### src/rtl/core/lpd_pkg.sv
package lpd_pkg;

    // Field widths
    localparam int VALUE_W     = 31;
    localparam int DIV_W       = VALUE_W - 1;
    localparam int CNT_W       = $clog2(VALUE_W + 1);
    localparam int IDX_W       = $clog2(VALUE_W);
    localparam int IN_TDATA_W  = ((VALUE_W + 7) / 8) * 8;
    localparam int OUT_TDATA_W = ((DIV_W + 7) / 8) * 8;

    // Request to the divider
    typedef struct packed {
        logic               start;
        logic [VALUE_W-1:0] dividend;
        logic [VALUE_W-1:0] divisor;
        logic [CNT_W-1:0]   nq;        // number of quotient bits to develop
    } t_div_req;

    // Divider response
    typedef struct packed {
        logic               done;
        logic [VALUE_W-1:0] quot;
        logic               rem_zero;
    } t_div_rsp;

endpackage

### src/rtl/core/largest_proper_divisor_top.sv
// Values 0, 1 and even values go from S_IDLE straight to S_PUSH, which queues the result.
// Odd values: trials over odd candidates p from 3 up to sqrt(value), one divide
// each with nq = 32 - bitlen(p) quotient bits (one-bit-per-cycle divider), then S_PUSH;
// a 31-bit prime takes about 23170 trials.
// Throughput: one request at a time; the next is taken once the result is queued.
// Reset: synchronous active-low i_rst_n; returns to idle with no result pending.
module largest_proper_divisor_top
    import lpd_pkg::*;
(
    input  logic                   i_clk,
    input  logic                   i_rst_n,
    input  logic                   i_s_tvalid,
    output logic                   o_s_tready,
    input  logic [IN_TDATA_W-1:0]  i_s_tdata,   // [30:0] value
    output logic                   o_m_tvalid,
    input  logic                   i_m_tready,
    output logic [OUT_TDATA_W-1:0] o_m_tdata    // [29:0] divisor
);

    typedef enum logic [1:0] {
        S_IDLE,
        S_BUSY,
        S_PUSH
    } t_state;

    t_state             r_state;
    logic               r_start;
    logic [VALUE_W-1:0] r_v;
    logic [VALUE_W-1:0] r_p;
    logic [CNT_W-1:0]   r_plen;
    logic [VALUE_W:0]   r_pow;
    logic [DIV_W-1:0]   r_res;
    logic               r_out_valid;
    logic [DIV_W-1:0]   r_out_data;

    logic [VALUE_W-1:0] w_v_in;
    logic [VALUE_W-1:0] w_p_next;
    logic               w_grow;
    logic               w_out_free;
    t_div_req           w_req;
    t_div_rsp           w_rsp;

    // Next candidate and its bit length
    always_comb begin
        w_v_in     = i_s_tdata[VALUE_W-1:0];
        w_p_next   = r_p + VALUE_W'(2);
        w_grow     = ({1'b0, w_p_next} >= r_pow);
        w_out_free = !r_out_valid || i_m_tready;
    end

    // Divider request: quotient of v / p has at most W + 1 - bitlen(p) bits
    always_comb begin
        w_req.start    = r_start;
        w_req.dividend = r_v;
        w_req.divisor  = r_p;
        w_req.nq       = CNT_W'(VALUE_W) - r_plen + CNT_W'(1);
    end

    lpd_div u_div (
        .i_clk   (i_clk),
        .i_rst_n (i_rst_n),
        .i_req   (w_req),
        .o_rsp   (w_rsp)
    );

    // Sequencer and output register
    always_ff @(posedge i_clk) begin
        if (!i_rst_n) begin
            r_state     <= S_IDLE;
            r_start     <= 1'b0;
            r_out_valid <= 1'b0;
        end else begin
            r_start <= 1'b0;
            if (r_out_valid && i_m_tready) begin
                r_out_valid <= 1'b0;
            end
            unique case (r_state)
                S_IDLE: begin
                    if (i_s_tvalid) begin
                        r_v <= w_v_in;
                        if (w_v_in < VALUE_W'(2)) begin
                            r_res   <= '0;
                            r_state <= S_PUSH;
                        end else if (!w_v_in[0]) begin
                            r_res   <= DIV_W'(w_v_in >> 1);
                            r_state <= S_PUSH;
                        end else begin
                            r_p     <= VALUE_W'(3);
                            r_plen  <= CNT_W'(2);
                            r_pow   <= (VALUE_W + 1)'(4);
                            r_start <= 1'b1;
                            r_state <= S_BUSY;
                        end
                    end
                end
                S_BUSY: begin
                    if (w_rsp.done) begin
                        if (w_rsp.quot < r_p) begin
                            // candidate passed the square root: prime
                            r_res   <= DIV_W'(1);
                            r_state <= S_PUSH;
                        end else if (w_rsp.rem_zero) begin
                            r_res   <= w_rsp.quot[DIV_W-1:0];
                            r_state <= S_PUSH;
                        end else begin
                            r_p     <= w_p_next;
                            r_start <= 1'b1;
                            if (w_grow) begin
                                r_plen <= r_plen + CNT_W'(1);
                                r_pow  <= r_pow << 1;
                            end
                        end
                    end
                end
                S_PUSH: begin
                    if (w_out_free) begin
                        r_out_valid <= 1'b1;
                        r_out_data  <= r_res;
                        r_state     <= S_IDLE;
                    end
                end
                default: r_state <= S_IDLE;
            endcase
        end
    end

    assign o_s_tready = (r_state == S_IDLE);
    assign o_m_tvalid = r_out_valid;
    assign o_m_tdata  = OUT_TDATA_W'(r_out_data);

endmodule

### src/rtl/core/lpd_div.sv
// Restoring divider, one quotient bit per cycle.
// Starts with the top bits of the dividend already folded into the
// remainder, so only nq quotient bits are developed.
module lpd_div
    import lpd_pkg::*;
(
    input  logic     i_clk,
    input  logic     i_rst_n,
    input  t_div_req i_req,
    output t_div_rsp o_rsp
);

    logic               r_busy;
    logic               r_done;
    logic [IDX_W-1:0]   r_idx;
    logic [VALUE_W-1:0] r_rem;
    logic [VALUE_W-1:0] r_quo;
    logic [VALUE_W-1:0] r_v;
    logic [VALUE_W-1:0] r_p;

    logic [VALUE_W:0]   w_trial;
    logic [VALUE_W:0]   w_diff;
    logic               w_ge;
    logic [VALUE_W-1:0] n_rem;

    // One compare-subtract step
    always_comb begin
        w_trial = {r_rem, r_v[r_idx]};
        w_diff  = w_trial - {1'b0, r_p};
        w_ge    = (w_trial >= {1'b0, r_p});
        n_rem   = w_ge ? w_diff[VALUE_W-1:0] : w_trial[VALUE_W-1:0];
    end

    // Step control
    always_ff @(posedge i_clk) begin
        if (!i_rst_n) begin
            r_busy <= 1'b0;
            r_done <= 1'b0;
        end else begin
            r_done <= 1'b0;
            if (i_req.start) begin
                r_v    <= i_req.dividend;
                r_p    <= i_req.divisor;
                r_rem  <= i_req.dividend >> i_req.nq;
                r_idx  <= IDX_W'(i_req.nq - CNT_W'(1));
                r_quo  <= '0;
                r_busy <= 1'b1;
            end else if (r_busy) begin
                r_rem <= n_rem;
                r_quo <= {r_quo[VALUE_W-2:0], w_ge};
                if (r_idx == '0) begin
                    r_busy <= 1'b0;
                    r_done <= 1'b1;
                end else begin
                    r_idx <= r_idx - IDX_W'(1);
                end
            end
        end
    end

    assign o_rsp.done     = r_done;
    assign o_rsp.quot     = r_quo;
    assign o_rsp.rem_zero = (r_rem == '0);

endmodule

### config.mk
export PLATFORM = sky130hd
export DESIGN_NAME = largest_proper_divisor_top
export DESIGN_NICKNAME = d
export VERILOG_FILES = /design/src/rtl/core/lpd_pkg.sv /design/src/rtl/core/largest_proper_divisor_top.sv /design/src/rtl/core/lpd_div.sv
export SDC_FILE = /design/constraint.sdc
export NUM_CORES = 1
export LEC_CHECK = 0
export BUFFER_PORTS_ARGS = -buffer_cell sky130_fd_sc_hd__buf_4
export CAP_MARGIN = 20
export CORE_MARGIN = 2
export CORE_UTILIZATION = 55
export DETAILED_ROUTE_END_ITERATION = 8
export PLACE_DENSITY = 0.83
export SLEW_MARGIN = 10
export SYNTH_ARGS = -nofsm -noshare
export SYNTH_HDL_FRONTEND = slang
export SYNTH_SLANG_ARGS = --single-unit
### constraint.sdc
create_clock -name i_clk -period 6.3 [get_ports i_clk]
set_input_delay 1.26 -clock i_clk [delete_from_list [all_inputs] [get_ports i_clk]]
set_output_delay 1.26 -clock i_clk [all_outputs]
set_load 0.05 [all_outputs]
==> summary by stage <==
Route
Once detail routing completed, the nets flagged for antenna violations numbered 0. The number of remaining DRC errors is 0. The final layout contains routed wiring with a total length of 42.92 mm. The detailed-route wire length per cell is 21.93 um. The number of vias per cell after detailed routing is 6.242. After the first detailed-routing iteration, the DRC count stood at 1464. The routed layout has 12220 vias. The detailed-router iteration count before antenna repair is 6.

Synth
During synthesis, Yosys emitted a total of 0 warnings. Synthesis inferred 290 register bits. The biggest area contributor in the post-synthesis netlist is sky130_fd_sc_hd__edfxtp_1. The synthesized design contains 284 enable-type register cells. After technology mapping, the gate count stands at 1502.

The sequential share of the synthesized area is 52.42%. The synthesized netlist occupies a cell area of 16500 um2. The proportion of netlist area held by the largest area contributor is 51.70%. After synthesis, the mean cell area works out to 10.98 um2. The fraction of registers with async set or reset after synthesis is 0%. After synthesis, the cell types taking the most area are sky130_fd_sc_hd__edfxtp_1, sky130_fd_sc_hd__ha_1, sky130_fd_sc_hd__mux2i_1. Counting distinct cell types in the post-synthesis netlist gives 80. The primary flip-flop cell chosen by synthesis mapping is sky130_fd_sc_hd__edfxtp_1.

Timing
The minimum clock period is 5.330 ns. In the finished design, the share of the clock period the worst path needs comes to 84.60%. The slew at the pin closest to its max-slew limit is 1.013 ns. The worst slew margin relative to its limit is 32.45%. The final-report max-slew violation count is 0. The accumulated negative setup slack is 0 ns. The highest clock rate is 187.6 MHz. The number of setup violations in the final report is 0. Setup repair after global routing left no endpoint under its margin. The count of endpoints failing hold in the final timing report is 0.

For the final database, setup skew stands at 0.02134 ns.

Pwr
The design draws 4.860 mW. The leakage power of the design is 7.109 nW. For this design the ratio of total power to cell area is 265.3 nW/um2.

IR analysis of the VDD net gives a maximum drop of 0.0002329 V.

Global routing
The number of global-route vias before repair is 11660. Entering global routing, the biggest net connects 66 pins. The wire length of the first global-routing pass is 65.73 mm. The number of antenna violations at the first check in global routing is 1.

The total overflow left after global routing is 0. The total track usage is 27.26%.

Worst setup path
The classification of the worst setup path is flip-flop to flip-flop. Data on the critical path is required at its endpoint by 6.58 ns. The largest fanout of any net on the critical path is 19. The data arrival time of the critical path is 5.61 ns. STA classifies the critical path startpoint as a flip-flop. STA classifies the critical path endpoint as a flip-flop.

Layout
The post-layout net count is 1676. The commonest non-fill, non-tap cell in the layout is sky130_fd_sc_hd__edfxtp_1. The post-route cell area is 18320 um2. Fill cells in the final layout number 2262. Cells with a size suffix above 1 make up 11.11% of the layout.

The growth of design area from synthesis to finish is 11.07%. In the layout the commonest cells are sky130_fd_sc_hd__edfxtp_1, sky130_fd_sc_hd__nand2_1, sky130_fd_sc_hd__inv_1. The final standard cell count with taps included and fillers excluded is 1957.

Floorplan
The chip height is 177.2 um. The total I/O pin count is 70. The initial utilization of the core area, before any placement, comes to 55.81%. After floorplanning, the core was sized to cover 29560 um2.

The die footprint is 31400 um2. The horizontal extent of the die is 177.2 um. The cell row count is 63.

Clock network
In this run the clock root is driven by a sky130_fd_sc_hd__clkbuf_16. For this design, the sink count on the clock tree is 290. The clock slew seen by the registers of the worst setup and hold paths is 0.06 ns. Counting the buffers created by CTS gives 28. Once the clock tree was built, the setup fixing pass inserted 0 buffers. The clock latency of the later-clocked register in the worst-skew pair is 0.57 ns. CTS built an H-tree with a depth of 1. The number of buffers added to fix hold violations after cts is 0. The maximum count of clock buffers along a single path is 3. TritonCTS built the clock tree. The number of gates resized after CTS was 0.

Placed design
Including well taps, the total number of placed cells is 1906. The detailed-placement wirelength estimate is 31.49 mm. Once placement finished, the instance area stood at 17350 um2. The number of buffers added on ports is 66. The final weighted congestion in routability-driven placement is 0.9722.

Outcome
The flow ran to the end, and the final reports show no timing, DRC or antenna violations.

Min path
The path class of the tightest hold or removal check is flip-flop to flip-flop.

Run
The count of maximum capacitance violations is 0.
==> cell usage after synthesis, types with 7 or more instances <==
cell and n:
sky130_fd_sc_hd__edfxtp_1 284, sky130_fd_sc_hd__nand2_1 142, sky130_fd_sc_hd__inv_1 110, sky130_fd_sc_hd__nor2_1 94, sky130_fd_sc_hd__ha_1 93, sky130_fd_sc_hd__o21ai_0 79
sky130_fd_sc_hd__a21oi_1 73, sky130_fd_sc_hd__mux2i_1 56, sky130_fd_sc_hd__clkbuf_1 49, sky130_fd_sc_hd__xnor2_1 45, sky130_fd_sc_hd__a21o_1 44, sky130_fd_sc_hd__nand3_1 37
sky130_fd_sc_hd__nor2b_1 37, sky130_fd_sc_hd__and2_1 35, sky130_fd_sc_hd__a211oi_1 26, sky130_fd_sc_hd__nor3_1 25, sky130_fd_sc_hd__nor4_1 23, sky130_fd_sc_hd__nand4_1 21
sky130_fd_sc_hd__xor2_1 16, sky130_fd_sc_hd__o211ai_1 15, sky130_fd_sc_hd__a31oi_1 13, sky130_fd_sc_hd__mux2_2 11, sky130_fd_sc_hd__o21a_1 10, sky130_fd_sc_hd__a221oi_1 8
sky130_fd_sc_hd__or3_1 8, sky130_fd_sc_hd__buf_2 7, sky130_fd_sc_hd__nand2b_1 7, sky130_fd_sc_hd__o31ai_1 7
==> final timing paths <==
| path | slack [ns] | to | cells after the start | startpoint |
|---|---|---|---|---|
| max reg2reg | 0.97 | u_div.r_rem[1] | 14 | u_div.r_idx[0] |
| min | 0.42 | r_out_data[13] | 0 | r_res[13] |
| max | 0.97 | u_div.r_rem[1] | 14 | u_div.r_idx[0] |
| min reg2reg | 0.42 | r_out_data[13] | 0 | r_res[13] |
==> per-stage QoR <==
stage / utilization [%] / hold WS (ns) / worst slack, ns
6_report: 61.99 / 0.4195 / 0.9700
5_1_grt: 61.98 / 0.4295 / 0.6956
4_1_cts: 61.98 / 0.4194 / 0.9615
3_5_place_dp: 58.70 / 0.4045 / 1.052
3_3_place_gp: 58.70 / 0.4016 / 1.064
2_1_floorplan: - / 0.4003 / 1.775
==> area by class of cell <==
type | count | area (um2) | area share (%)
clock inverter | 21 | 265.3 | 1.448
timing repair buffer | 85 | 638.1 | 3.482
multi-input combinational | 1029 | 7156 | 39.05
sequential | 290 | 8650 | 47.20
clock buffer | 29 | 704.4 | 3.844
inverter | 112 | 420.4 | 2.294
antenna | 1 | 2.502 | 0.01366
tap | 390 | 488.0 | 2.663
==> cells by family (layout without fill, tap and decap cells) <==
family                   count (synthesis)  in the layout  share of synthesized area, %
AND/OR/NAND/NOR                        462            462                         13.80
buffers and inverters                  184            247                         4.482
XOR/XNOR                                61             61                         3.239
other                                    1              3                       0.02273
adder cells (fa/ha/maj)                 94             94                         7.175
multiplexers                            75             75                         5.309
AO/OA/AOI/OAI                          335            335                         13.55
flip-flops                             290            290                         52.42
==> routing by layer <==
layer	vias to the layer above	GRT usage, %	share of wire, %
met5	-	0	0
met4	0	10.30	3.7
met3	104	6.078	8.6
li1	5625	-	-
met1	5923	36.79	40
met2	563	43.16	47
==> where the power goes <==
group | internal [mW] | total, mW | switching [mW] | leakage [nW]
Clock | 1.02 | 1.76 | 0.737 | 0.467
Combinational | 0.277 | 0.777 | 0.501 | 3.99
Sequential | 2.25 | 2.32 | 0.0717 | 2.65
==> worst max-delay path, cell delays in order, from the launching register on <==
cell and delay, ns:
sky130_fd_sc_hd__edfxtp_1 0.71, sky130_fd_sc_hd__mux4_1 0.65, sky130_fd_sc_hd__nand3_1 0.12, sky130_fd_sc_hd__and4_2 0.35
sky130_fd_sc_hd__nor2_4 0.10, sky130_fd_sc_hd__fa_1 0.41, sky130_fd_sc_hd__a21o_1 0.23, sky130_fd_sc_hd__a311oi_2 0.38
sky130_fd_sc_hd__nor2_1 0.14, sky130_fd_sc_hd__a221o_1 0.56, sky130_fd_sc_hd__o21ai_4 0.53, sky130_fd_sc_hd__buf_4 0.33
sky130_fd_sc_hd__mux2_2 0.37, sky130_fd_sc_hd__nor2_1 0.11, sky130_fd_sc_hd__a21oi_1 0.06
==> state kept, by name, indices dropped and copies added (netlist names) <==
register	count
o_m_tvalid	1
r_out_data	30
r_p	30
r_plen	5
r_pow	30
r_res	30
r_start	1
r_state	2
r_v	31
u_div.r_busy	1
u_div.r_done	1
u_div.r_idx	5
u_div.r_p	30
u_div.r_quo	31
u_div.r_rem	31
u_div.r_v	31
No activity file was read; power rests on OpenSTA's default activity.
